===== src/hw/rtl/slmi_pkg.sv =====
// Shared constants, codes and controller/datapath interface types for the
// servo linear move interpolator. No dependencies.
package slmi_pkg;

  localparam int CHANNELS  = 6;
  localparam int FRAC_BITS = 8;
  localparam int ANGLE_W   = 8;
  localparam int DUR_W     = 16;
  localparam int TICK_W    = 13;
  localparam int TICK_MS   = 10;

  // duration / 10 as (duration * 52429) >> 19, exact over 16 bits
  localparam int TICK_RECIP = 52429;
  localparam int TICK_SHIFT = 19;

  localparam int ACC_W      = ANGLE_W + FRAC_BITS;
  localparam int STEP_W     = ACC_W + 1;
  // magnitude * (10 << FRAC_BITS) needs four bits above the accumulator
  localparam int NUM_W      = ANGLE_W + FRAC_BITS + 4;
  localparam int CH_W       = (CHANNELS > 1) ? $clog2(CHANNELS) : 1;
  localparam int DIV_CNT_W  = $clog2(NUM_W);
  localparam int IN_DATA_W  = DUR_W + ANGLE_W * CHANNELS;
  localparam int OUT_DATA_W = ANGLE_W * CHANNELS;

  localparam logic CMD_START = 1'b0;
  localparam logic CMD_TICK  = 1'b1;

  typedef enum logic [2:0] {
    ST_IDLE,
    ST_PREP,
    ST_DIV_GO,
    ST_DIV_WAIT,
    ST_EMIT
  } state_e;

  typedef struct packed {
    logic            load;
    logic            prep;
    logic            tick;
    logic            div_start;
    logic            div_commit;
    logic            emit;
    logic [CH_W-1:0] idx;
  } dp_cmd_t;

  typedef struct packed {
    logic is_tick;
    logic is_long;
    logic div_done;
    logic out_busy;
  } dp_status_t;

endpackage


===== src/hw/rtl/servo_linear_move_interpolator.sv =====
// Top level of the six-channel servo linear move interpolator.
// Depends on slmi_pkg, slmi_ctrl and slmi_datapath.
//
// One input word gives one output word. A tick word, and a start word of
// 10 ms or less, passes from acceptance through PREP and EMIT to its result
// being loaded. A longer start word also runs the channels one after another
// through a single restoring divider, one quotient bit per cycle, which
// computes each channel's step, while the tick count comes from a reciprocal
// multiply at start. Items are handled one at a time; the next word is
// accepted while the previous result still waits in the output register.
// channel_enable is written through the cfg port and resets to all channels
// enabled.
module servo_linear_move_interpolator (
  input  logic                            clk_i,
  input  logic                            rst_ni,
  input  logic                            s_axis_tvalid,
  output logic                            s_axis_tready,
  // duration_ms, target_0 .. target_5
  input  logic [slmi_pkg::IN_DATA_W-1:0]  s_axis_tdata,
  // command
  input  logic                            s_axis_tuser,
  output logic                            m_axis_tvalid,
  input  logic                            m_axis_tready,
  // angle_0 .. angle_5
  output logic [slmi_pkg::OUT_DATA_W-1:0] m_axis_tdata,
  // moving
  output logic                            m_axis_tuser,
  input  logic                            cfg_valid_i,
  output logic                            cfg_ready_o,
  input  logic [slmi_pkg::CHANNELS-1:0]   cfg_data_i
);

  slmi_pkg::dp_cmd_t    cmd;
  slmi_pkg::dp_status_t status;

  assign cfg_ready_o = 1'b1;

  slmi_ctrl u_ctrl (
    .clk_i     (clk_i),
    .rst_ni    (rst_ni),
    .in_valid_i(s_axis_tvalid),
    .in_ready_o(s_axis_tready),
    .status_i  (status),
    .cmd_o     (cmd)
  );

  slmi_datapath u_dp (
    .clk_i      (clk_i),
    .rst_ni     (rst_ni),
    .cmd_i      (cmd),
    .status_o   (status),
    .in_data_i  (s_axis_tdata),
    .in_user_i  (s_axis_tuser),
    .cfg_valid_i(cfg_valid_i),
    .cfg_data_i (cfg_data_i),
    .out_ready_i(m_axis_tready),
    .out_valid_o(m_axis_tvalid),
    .out_data_o (m_axis_tdata),
    .out_user_o (m_axis_tuser)
  );

`ifndef SYNTHESIS
  a_emit_free: assert property (@(posedge clk_i) disable iff (!rst_ni)
    cmd.emit |-> !(m_axis_tvalid && !m_axis_tready))
    else $error("result overwrites a pending word");

  a_one_item: assert property (@(posedge clk_i) disable iff (!rst_ni)
    (s_axis_tvalid && s_axis_tready) |=> !s_axis_tready)
    else $error("second word accepted while one is in work");

  a_commit_done: assert property (@(posedge clk_i) disable iff (!rst_ni)
    cmd.div_commit |-> status.div_done)
    else $error("quotient committed before divider finished");
`endif

endmodule


===== src/hw/rtl/slmi_divider.sv =====
// Restoring unsigned divider, one quotient bit per cycle.
// Depends on slmi_pkg for widths.
module slmi_divider (
  input  logic                       clk_i,
  input  logic                       rst_ni,
  input  logic                       start_i,
  input  logic [slmi_pkg::NUM_W-1:0] num_i,
  input  logic [slmi_pkg::DUR_W-1:0] den_i,
  output logic [slmi_pkg::NUM_W-1:0] quo_o,
  output logic                       done_o
);

  logic [slmi_pkg::DUR_W-1:0]     rem_q, den_q;
  logic [slmi_pkg::NUM_W-1:0]     quo_q;
  logic [slmi_pkg::DIV_CNT_W-1:0] cnt_q;
  logic                           busy_q, done_q;

  logic [slmi_pkg::DUR_W:0]   trial, diff;
  logic                       fits;
  logic [slmi_pkg::DUR_W-1:0] rem_d;

  assign trial = {rem_q, quo_q[slmi_pkg::NUM_W-1]};
  assign diff  = trial - {1'b0, den_q};
  assign fits  = trial >= {1'b0, den_q};
  assign rem_d = fits ? diff[slmi_pkg::DUR_W-1:0] : trial[slmi_pkg::DUR_W-1:0];

  always_ff @(posedge clk_i) begin
    if (start_i) begin
      rem_q <= '0;
      quo_q <= num_i;
      den_q <= den_i;
    end else if (busy_q) begin
      rem_q <= rem_d;
      quo_q <= {quo_q[slmi_pkg::NUM_W-2:0], fits};
    end
  end

  always_ff @(posedge clk_i or negedge rst_ni) begin
    if (!rst_ni) begin
      busy_q <= 1'b0;
      done_q <= 1'b0;
      cnt_q  <= '0;
    end else if (start_i) begin
      busy_q <= 1'b1;
      done_q <= 1'b0;
      cnt_q  <= slmi_pkg::DIV_CNT_W'(slmi_pkg::NUM_W - 1);
    end else if (busy_q) begin
      if (cnt_q == '0) begin
        busy_q <= 1'b0;
        done_q <= 1'b1;
      end else begin
        cnt_q <= cnt_q - 1'b1;
      end
    end else begin
      done_q <= 1'b0;
    end
  end

  assign quo_o  = quo_q;
  assign done_o = done_q;

endmodule


===== src/hw/rtl/slmi_datapath.sv =====
// Channel state, step computation, tick update and output register.
// Depends on slmi_pkg and slmi_divider.
module slmi_datapath (
  input  logic                            clk_i,
  input  logic                            rst_ni,
  input  slmi_pkg::dp_cmd_t               cmd_i,
  output slmi_pkg::dp_status_t            status_o,
  input  logic [slmi_pkg::IN_DATA_W-1:0]  in_data_i,
  input  logic                            in_user_i,
  input  logic                            cfg_valid_i,
  input  logic [slmi_pkg::CHANNELS-1:0]   cfg_data_i,
  input  logic                            out_ready_i,
  output logic                            out_valid_o,
  output logic [slmi_pkg::OUT_DATA_W-1:0] out_data_o,
  output logic                            out_user_o
);

  localparam int CH  = slmi_pkg::CHANNELS;
  localparam int FB  = slmi_pkg::FRAC_BITS;
  localparam int AW  = slmi_pkg::ANGLE_W;
  localparam int ACW = slmi_pkg::ACC_W;
  localparam int SW  = slmi_pkg::STEP_W;
  localparam int NW  = slmi_pkg::NUM_W;
  localparam int DW  = slmi_pkg::DUR_W;

  logic [CH-1:0]               en_q;
  logic                        in_cmd_q;
  logic [DW-1:0]               dur_q;
  logic [AW-1:0]               tgt_q  [CH];
  logic [ACW-1:0]              acc_q  [CH];
  logic [SW-1:0]               step_q [CH];
  logic [AW-1:0]               goal_q [CH];
  logic [slmi_pkg::TICK_W-1:0] ticks_q;
  logic                        out_valid_q, out_user_q;
  logic [slmi_pkg::OUT_DATA_W-1:0] out_data_q;

  logic                        is_long, sel_neg, ticks_nz, last_tick;
  logic [slmi_pkg::CH_W-1:0]   sel;
  logic [AW-1:0]               sel_cur, sel_mag;
  logic [NW-1:0]               mag_ext, div_num, quo;
  logic [DW-1:0]               div_den;
  logic [SW-1:0]               q_ext, step_val;
  logic [slmi_pkg::TICK_W-1:0] ticks_dec;
  logic [31:0]                 tick_prod;
  logic                        div_done;
  logic [slmi_pkg::OUT_DATA_W-1:0] angles;

  assign is_long    = dur_q > DW'(slmi_pkg::TICK_MS);
  assign sel        = cmd_i.idx;
  assign sel_cur    = acc_q[sel][ACW-1:FB];
  assign sel_neg    = goal_q[sel] < sel_cur;
  assign sel_mag    = sel_neg ? (sel_cur - goal_q[sel]) : (goal_q[sel] - sel_cur);
  assign mag_ext    = NW'(sel_mag);
  // magnitude * 10 * 2^FRAC_BITS
  assign div_num    = (mag_ext << (FB + 3)) + (mag_ext << (FB + 1));
  assign div_den    = dur_q;
  assign q_ext      = {1'b0, quo[ACW-1:0]};
  assign step_val   = sel_neg ? (SW'(0) - q_ext) : q_ext;
  assign ticks_nz   = ticks_q != '0;
  assign ticks_dec  = ticks_q - 1'b1;
  assign last_tick  = ticks_dec == '0;
  assign tick_prod  = 32'(dur_q) * 32'(slmi_pkg::TICK_RECIP);

  slmi_divider u_div (
    .clk_i  (clk_i),
    .rst_ni (rst_ni),
    .start_i(cmd_i.div_start),
    .num_i  (div_num),
    .den_i  (div_den),
    .quo_o  (quo),
    .done_o (div_done)
  );

  always_comb begin
    for (int c = 0; c < CH; c++) begin
      angles[c*AW +: AW] = acc_q[c][ACW-1:FB];
    end
  end

  always_ff @(posedge clk_i) begin
    if (cmd_i.load) begin
      in_cmd_q <= in_user_i;
      dur_q    <= in_data_i[DW-1:0];
      for (int c = 0; c < CH; c++) begin
        tgt_q[c] <= in_data_i[DW + c*AW +: AW];
      end
    end
    if (cmd_i.emit) begin
      out_data_q <= angles;
      out_user_q <= ticks_nz;
    end
  end

  always_ff @(posedge clk_i or negedge rst_ni) begin
    if (!rst_ni) begin
      en_q        <= '1;
      ticks_q     <= '0;
      out_valid_q <= 1'b0;
      for (int c = 0; c < CH; c++) begin
        acc_q[c]  <= '0;
        step_q[c] <= '0;
        goal_q[c] <= '0;
      end
    end else begin
      if (cfg_valid_i) begin
        en_q <= cfg_data_i;
      end
      if (cmd_i.prep) begin
        ticks_q <= is_long ? tick_prod[slmi_pkg::TICK_SHIFT +: slmi_pkg::TICK_W] : '0;
        for (int c = 0; c < CH; c++) begin
          step_q[c] <= '0;
          if (en_q[c]) begin
            goal_q[c] <= tgt_q[c];
            acc_q[c]  <= is_long ? {acc_q[c][ACW-1:FB], {FB{1'b0}}} : {tgt_q[c], {FB{1'b0}}};
          end else begin
            goal_q[c] <= acc_q[c][ACW-1:FB];
          end
        end
      end
      if (cmd_i.tick && ticks_nz) begin
        ticks_q <= ticks_dec;
        for (int c = 0; c < CH; c++) begin
          if (en_q[c]) begin
            acc_q[c] <= last_tick ? {goal_q[c], {FB{1'b0}}} : (acc_q[c] + step_q[c][ACW-1:0]);
          end
        end
      end
      if (cmd_i.div_commit) begin
        step_q[sel] <= step_val;
      end
      if (cmd_i.emit) begin
        out_valid_q <= 1'b1;
      end else if (out_ready_i) begin
        out_valid_q <= 1'b0;
      end
    end
  end

  assign status_o.is_tick  = in_cmd_q == slmi_pkg::CMD_TICK;
  assign status_o.is_long  = is_long;
  assign status_o.div_done = div_done;
  assign status_o.out_busy = out_valid_q && !out_ready_i;

  assign out_valid_o = out_valid_q;
  assign out_data_o  = out_data_q;
  assign out_user_o  = out_user_q;

endmodule


===== src/hw/rtl/slmi_ctrl.sv =====
// Sequencer: accepts a word, runs the start or tick update, steps the
// shared divider over the channels for a long start word, then emits a word.
// Depends on slmi_pkg.
module slmi_ctrl (
  input  logic                 clk_i,
  input  logic                 rst_ni,
  input  logic                 in_valid_i,
  output logic                 in_ready_o,
  input  slmi_pkg::dp_status_t status_i,
  output slmi_pkg::dp_cmd_t    cmd_o
);

  slmi_pkg::state_e             state_q, state_d;
  logic [slmi_pkg::CH_W-1:0]    cnt_q, cnt_d;

  always_ff @(posedge clk_i or negedge rst_ni) begin
    if (!rst_ni) begin
      state_q <= slmi_pkg::ST_IDLE;
      cnt_q   <= '0;
    end else begin
      state_q <= state_d;
      cnt_q   <= cnt_d;
    end
  end

  always_comb begin
    state_d    = state_q;
    cnt_d      = cnt_q;
    in_ready_o = 1'b0;
    cmd_o      = '0;
    cmd_o.idx  = cnt_q;
    unique case (state_q)
      slmi_pkg::ST_IDLE: begin
        in_ready_o = 1'b1;
        if (in_valid_i) begin
          cmd_o.load = 1'b1;
          state_d    = slmi_pkg::ST_PREP;
        end
      end
      slmi_pkg::ST_PREP: begin
        if (status_i.is_tick) begin
          cmd_o.tick = 1'b1;
          state_d    = slmi_pkg::ST_EMIT;
        end else begin
          cmd_o.prep = 1'b1;
          if (status_i.is_long) begin
            cnt_d   = '0;
            state_d = slmi_pkg::ST_DIV_GO;
          end else begin
            state_d = slmi_pkg::ST_EMIT;
          end
        end
      end
      slmi_pkg::ST_DIV_GO: begin
        cmd_o.div_start = 1'b1;
        state_d         = slmi_pkg::ST_DIV_WAIT;
      end
      slmi_pkg::ST_DIV_WAIT: begin
        if (status_i.div_done) begin
          cmd_o.div_commit = 1'b1;
          if (cnt_q == slmi_pkg::CH_W'(slmi_pkg::CHANNELS - 1)) begin
            state_d = slmi_pkg::ST_EMIT;
          end else begin
            cnt_d   = cnt_q + 1'b1;
            state_d = slmi_pkg::ST_DIV_GO;
          end
        end
      end
      slmi_pkg::ST_EMIT: begin
        if (!status_i.out_busy) begin
          cmd_o.emit = 1'b1;
          state_d    = slmi_pkg::ST_IDLE;
        end
      end
      default: state_d = slmi_pkg::ST_IDLE;
    endcase
  end

endmodule


===== config.mk =====
export PLATFORM = sky130hd
export DESIGN_NAME = servo_linear_move_interpolator
export DESIGN_NICKNAME = d
export VERILOG_FILES = /design/src/hw/rtl/slmi_pkg.sv /design/src/hw/rtl/servo_linear_move_interpolator.sv /design/src/hw/rtl/slmi_divider.sv /design/src/hw/rtl/slmi_datapath.sv /design/src/hw/rtl/slmi_ctrl.sv
export SDC_FILE = /design/constraint.sdc
export NUM_CORES = 1
export LEC_CHECK = 0
export BUFFER_PORTS_ARGS = -buffer_cell sky130_fd_sc_hd__buf_2
export CAP_MARGIN = 20
export CORE_MARGIN = 2
export CORE_UTILIZATION = 61
export DETAILED_ROUTE_END_ITERATION = 12
export PLACE_DENSITY = 0.79
export SETUP_SLACK_MARGIN = 0.05
export SYNTH_ARGS = -nofsm -noshare
export SYNTH_HDL_FRONTEND = slang
export SYNTH_SLANG_ARGS = --single-unit
export TNS_END_PERCENT = 5

===== constraint.sdc =====
create_clock -name clk_i -period 17.85 [get_ports clk_i]
set_input_delay 2.6775 -clock clk_i [delete_from_list [all_inputs] [get_ports clk_i]]
set_output_delay 2.6775 -clock clk_i [all_outputs]
set_load 0.05 [all_outputs]

# After elaboration in Yosys (flattened, before gate mapping)
# Memories as Yosys holds them, arrays and structs flattened.
# Index checks and enable logic that the tools add are counted.
# classes
addsub	14
mul	1
div	0
magnitude_cmp	5
eq_ne	13
n_shift	0
muxes	87
n_bitwise	1
reduce_logical	15
# ops
cell	count
$mux 16	27
$mux 102	2
$mux 96	2
$bwmux 102	1
$add 16x16->16	6
$mux 8	9
$demux 17 s3	1
$bmux 16 s3	1
$mux 20	2
$mux 13	3
$mux 17	2
$mul 16x16->32 const B	1
$mux 3	10
$bmux 8 s3	1
$add 19x17->20	1
$mux 1	20
$ge 17x16->1	1
$sub 1x16->17 const A	1
$gt 16x4->1 const B	1
$sub 16x16->16	1
$sub 8x8->8	2
$mux 5	3
$pmux 3 s5	1
$logic_not 13->1	1
24 further kinds	36
# totals
reg_bits	397
latchBits	0
mem_bits_rw	48
mem_bits_ro	0
in_bits	76
out_inout_bits	52
wordCells	170
mem_count	1
# memory_table
name	words	width	rd	rd_clocked_by_memory_dff	wr	line_no	rtl
u_dp.tgt_q	6	8	6	0	6	slmi_datapath.sv:29	logic [AW-1:0] tgt_q [CH];

# Depth between registers and ports, before layout
# depth
depth_word	8
depth_mapped	28
ltp_nobuf	25

# Modules after synthesis
# From an unflattened synthesis, not the netlist that was laid out.
# unflattened
cells_unflattened	2776
area_unflattened_um2	28980.3
# by_module_without_submodules
mod	instances	cells_each	area_each_um2
slmi_datapath	1	2444	25358.1
slmi_divider	1	285	3198.1
slmi_ctrl	1	45	412.9
servo_linear_move_interpolator	1	2	11.3

# Least setup slack after synthesis
# OpenSTA, ideal clock, no wires.
# synth_timing
path_type	reg-to-reg
startpoint	reg u_ctrl.cnt_q[0] (netlist bit)
endpoint	reg u_dp.u_div.quo_q (netlist bit u_dp.u_div.quo_o[18]) (data pin)
setup_ps	269
arrival_ps	5486
t_required_ps	17581
path_slack_ps	12095
stages_incl_launch_ff	27
n_path_buf	3
path_cell_list	dfrtp_1 clkbuf_1 nor3_1 clkbuf_1 a22oi_1 nand2_1 a221oi_1 inv_1 ha_1 inv_1 fa_1 a21oi_1 o211ai_1 or3_1 a31oi_2 clkbuf_1 mux2i_1 inv_1 ha_1 a21o_1 a21o_1 a21o_1 a21oi_1 nor2b_1 o21ai_0 xor2_1 o21ai_0
# synth_via
elab_chain_len	8
word_cells_on_any_way	13
classes_between	add/sub: 3; order compare: 1; mux: 8; bitwise: 1
# synth_lines
element	line_no	rtl
start, declared	slmi_ctrl.sv:14	logic [slmi_pkg::CH_W-1:0] cnt_q, cnt_d;
start signal, assigned	slmi_ctrl.sv:22	cnt_q <= cnt_d;
$not 3->4 (not written as such) (*)	slmi_datapath.sv:50, slmi_datapath.sv:51, slmi_datapath.sv:52	
$bmux 8 s3 / $bmux 16 s3 (equally long branches)	slmi_datapath.sv:51, slmi_datapath.sv:52, slmi_datapath.sv:50	
$mux 8 (not written as such) / $mux 16 (equally long branches) (2 in a row)	slmi_datapath.sv:51, slmi_datapath.sv:52, slmi_datapath.sv:50	
$sub 8x8->8 / $lt 8x8->1 (equally long branches)	slmi_datapath.sv:52, slmi_datapath.sv:51	
$mux 8 (*)	slmi_datapath.sv:52	assign sel_mag = sel_neg ? (sel_cur - goal_q[sel]) : (goal_q[sel] - sel_cur);
$add 19x17->20 (*)	slmi_datapath.sv:55	assign div_num = (mag_ext << (FB + 3)) + (mag_ext << (FB + 1));
$mux 20 (*)	slmi_divider.sv:28	if (start_i) begin
end signal, assigned	slmi_divider.sv:30	quo_q <= num_i;
end signal, assigned	slmi_divider.sv:34	quo_q <= {quo_q[slmi_pkg::NUM_W-2:0], fits};
end, declared	slmi_divider.sv:14	logic [slmi_pkg::NUM_W-1:0] quo_q;
# Mark *: on every way between the ends. The rest lies on a longest branch, timed or not. The select of a mux whose other input is x is not followed.
# A chain may end at the register's enable or synchronous reset.

# Final worst setup path
# layout_timing
startpoint	reg u_dp.dur_q[12], in the netlist u_dp.div_den[12]
endpoint	reg u_dp.ticks_q[11] (netlist bit)
# layout_via
elab_chain_len	4
word_cells_on_any_way	5
classes_between	mul: 1; order compare: 1; mux: 3
# layout_lines
element	line_no	rtl
start, declared	slmi_datapath.sv:28	logic [DW-1:0] dur_q;
start signal, assigned	slmi_datapath.sv:83	dur_q <= in_data_i[DW-1:0];
$mul 16x16->32 / $gt 16x4->1 (equally long branches)	slmi_datapath.sv:62, slmi_datapath.sv:48	
$mux 13 (*)	slmi_datapath.sv:109	ticks_q <= is_long ? tick_prod[slmi_pkg::TICK_SHIFT +: slmi_pkg::TICK_W] : '0;
$mux 13 (*)	slmi_datapath.sv:108	if (cmd_i.prep) begin
$mux 13 (*)	slmi_datapath.sv:120	if (cmd_i.tick && ticks_nz) begin
end signal, assigned	slmi_datapath.sv:109	
end signal, assigned	slmi_datapath.sv:121	ticks_q <= ticks_dec;
end, declared	slmi_datapath.sv:33	logic [slmi_pkg::TICK_W-1:0] ticks_q;
# Marks and branches as above.

==> impl_metrics.csv <==
group,metric,value,unit
routing,maxUsedRoutingLayer,"met4",
global_routing,antenna_found_initial,0,
synthesis,synth_enable_flop_cells,150,
timing,post-route-min-period,6.11,ns
timing,post-route-period-util,34.2,%
clock_tree,post_cts_buffers,0,
synthesis,async_flop_share,62.2,%
worst_setup_path,path_common_cell,"inv_1",
clock_tree,htreeDepth,2,
synthesis,syn_avg_cell_area,10.3,um^2
routing,first_iter_violations,2279,
job,max-cap-violations,0,
clock_tree,clockRootBuffer,"clkbuf_16",
global_routing,grt_max_degree,129,
worst_setup_path,cp_slowest_cell,"edfxtp_1",
routing,wl_met2,34.4,mm
clock_tree,clock_latency,0.61,ns
routing,viasPerCell,6.16,
layout,syn2layout_area_growth,10.7,%
routing,firstDrtPassIters,6,
global_routing,grt_pass1_wl,119,mm
synthesis,synthAdderAreaFrac,18.6,%
global_routing,grt_pass1_vias,21577,
layout,antenna_cells,0,
routing,ant_nets,0,
floorplanning,die_width,219,um
synthesis,yosys.area_share.simple,11.1,%
synthesis,ys_types,89,
timing,slew_viol_final,0,
timing,hold_viol_final,0,
worst_setup_path,cpPeakStageDelay,0.59,ns
timing,fin_worst_skew,0.0251,ns
timing,rsz0062_at_grt,"false",
worst_setup_path,cp.arrival,6.57,ns
worst_setup_path,setup.worst_path.start_class,"flip-flop",
timing,timing.setup.tns,0,ns
timing,relSlewSlack,15.2,%
clock_tree,clk_pin_slew_worst_paths,0.06,ns
worst_setup_path,crit_path_cell_trace,"inv_1 -> ha_1 -> ha_1 -> inv_1 -> fa_1 -> inv_1 -> fa_1 -> fa_1 -> inv_1 -> fa_1 -> inv_1 -> ha_1 -> a21o_1 -> a21o_1 -> a221o_1 -> a21oi_1 -> a31oi_1 -> a211o_1 -> a21o_1 -> a211oi_1 -> o31ai_1",
synthesis,synth_ff_type,"dfrtp_1",
layout,nNetsFinal,3310,
synthesis,synth_top_family_by_area,"adder cells",
worst_setup_path,worst_setup_path_end_kind,"flip-flop",
floorplanning,rows,78,
timing,setup_ws,11.74,ns
synthesis,synthesis.area,28100,um^2
clock_tree,cts_buffers,48,
floorplanning,die_y,219,um
clock_tree,ctsResizeCount,0,
timing,setup_violations,0,
timing,fmax,164,MHz
layout,final_util,68.5,%
floorplanning,die_area,47900,um^2
clock_tree,postCtsHoldBufs,0,
worst_setup_path,crit_required,18.31,ns
synthesis,ys_seq_area_share,41.4,%
synthesis,syn_nets,3180,
placed_design,io_buffers,126,
global_routing,grt-ovfl-total,0,
synthesis,yosysWarnings,0,
routing,drc,0,
timing,worstMarginPinSlew,1.27,ns
routing,wl,75.9,mm
clock_tree,cts.sinks,439,
worst_setup_path,crit_type,"flip-flop to flip-flop",
routing,met3_length,5.99,mm
synthesis,synthXorXnorAreaFrac,4.17,%
synthesis,synth_compound_area_share,15.4,%
floorplanning,start_util,61.9,%
global_routing,grt_use_total,32.2,%
synthesis,synthCells,2740,
status,outcome,"finished, final reports clean",
synthesis,synth_seq_cells,439,
clock_tree,cts_max_path_buffers,3,
routing,vias,21637,
routing,wl_met1,32.9,mm
placed_design,hpwlAfterDp,55.6,mm
floorplanning,core-area,45500,um^2
placed_design,preCtsSetupSlack,11.79,ns
min_path,hp-class,"flip-flop to flip-flop",
placed_design,place_congestion,0.945,
worst_setup_path,cp_max_fo,7,
layout,drive_gt1_share,10.8,%
clock_tree,cts_tree,"done",
routing,route.detailed.wl_per_inst,21.6,um
synthesis,synth_mux_area_share,4.38,%
floorplanning,ios,128,
[layout make-up]
class / count / area (um^2)
repair buffers: 159 / 896
clock buffers: 64 / 1340
clock inverters: 26 / 359
multi-input cells: 1959 / 15200
fillers: 3393 / 14300
flip-flops and latches: 439 / 11700
well taps: 600 / 751
inverters: 263 / 987
[cell usage in the layout, fill, tap and decap left out, types with 22 or more instances in the layout]
master,synthesis,final
a21o_1,46,46
mux2i_1,106,105
nor2b_1,24,24
inv_1,262,262
clkbuf_16,0,49
buf_4,4,31
o21ai_0,239,239
nand2_1,320,320
a211oi_1,35,35
xor2_1,59,59
fa_1,89,89
nor2_1,88,88
a22oi_1,40,40
nor3_1,47,44
nand3_1,43,43
xnor2_1,75,74
a22o_1,34,34
nand2b_1,22,22
dfrtp_1,267,267
edfxtp_1,150,150
buf_2,6,125
ha_1,275,275
or3_1,32,31
a21oi_1,123,123
[final timing paths]
kind,startpoint,to,slack (ns),cells past startpoint
max in group asynchronous,rst_ni,u_dp.out_valid_o$_DFFE_PN0P_,14.00,2
setup reg to reg,u_dp.div_den[12]$_DFFE_PP_,u_dp.ticks_q[11]$_DFFE_PN0P_,11.74,21
setup / recovery,u_dp.div_den[12]$_DFFE_PP_,u_dp.ticks_q[11]$_DFFE_PN0P_,11.74,21
hold / removal,u_dp.u_div.rem_q[9]$_SDFFE_PP0P_,u_dp.u_div.rem_q[9]$_SDFFE_PP0P_,0.48,2
min in group asynchronous,rst_ni,u_dp.acc_q[34]$_DFF_PN0_,2.16,1
hold reg to reg,u_dp.u_div.rem_q[9]$_SDFFE_PP0P_,u_dp.u_div.rem_q[9]$_SDFFE_PP0P_,0.48,2
[per-layer routing]
metal,GRT usage (%),vias to the layer above
li1,-,9953
met2,50.9,860
met3,5.18,171
met5,0,-
met1,45.1,10653
met4,11.4,0
[kinds of logic after synthesis]
kind of cell	Yosys count
compound gates	679
simple gates	660
flops	439
fa+ha+maj	364
buf+inv	342
xor+xnor	134
mux	121
other cells	1
[stage by stage]
| step | hold WS (ns) | std cells | instance area [um^2] |
|---|---|---|---|
| after global routing | 0.507 | 3510 | 31200 |
| after floorplan | 0.442 | 2740 | 28100 |
| after global placement | 0.452 | 3415 | 29400 |
| after CTS | 0.481 | 3508 | 31100 |
| after detailed placement | 0.463 | 3418 | 29400 |
| final | 0.476 | 3510 | 31200 |
[Yosys cell counts (7+ instances only)]
cell | instances | share of area, %
nand2_1 | 320 | 4.3
and3_1 | 15 | 0.33
a21o_1 | 46 | 1.2
dfrtp_1 | 267 | 24
inv_1 | 262 | 3.5
dfxtp_1 | 16 | 1.1
o31ai_1 | 15 | 0.40
and2_1 | 13 | 0.29
mux2_2 | 14 | 0.56
nand2b_1 | 22 | 0.49
o21ai_1 | 17 | 0.30
xnor2_1 | 75 | 2.3
nor2_1 | 88 | 1.2
fa_1 | 89 | 6.3
a31oi_1 | 8 | 0.18
a22oi_1 | 40 | 1.1
a221oi_1 | 17 | 0.53
a211oi_1 | 35 | 0.93
o221ai_1 | 8 | 0.25
a22o_1 | 34 | 1.1
mux2i_1 | 106 | 3.8
edfxtp_1 | 150 | 16
o21bai_1 | 9 | 0.24
a21oi_1 | 123 | 2.2
or3_1 | 32 | 0.71
o22ai_1 | 7 | 0.16
o21a_1 | 15 | 0.40
clkbuf_1 | 59 | 0.79
nand3_1 | 43 | 0.76
nor3_1 | 47 | 0.84
ha_1 | 275 | 12
o21ai_0 | 239 | 4.3
nor2b_1 | 24 | 0.53
a211o_1 | 8 | 0.25
or2_2 | 10 | 0.22
xor2_1 | 59 | 1.8
[worst max-delay path, delay by kind of cell (launching register included)]
family / cells / cell delay [ns]
adders and majority gates: 7 / 2.97
buffers and inverters: 5 / 0.34
AOI/OAI and AO/OA: 9 / 2.05
DFF: 1 / 0.59
[sequential cells by signal (all words and copies together), names as in the netlist, 20 cells and up]
register / count
u_dp.goal_q: 48
u_dp.out_data_o: 48
u_dp.step_q: 96
u_dp.acc_q: 96
u_dp.tgt_q: 48
u_dp.u_div.quo_o: 20
Power is left out: the tool's default activity adds up to more than one toggle a clock period on the data nets, which glitch-free logic cannot reach.
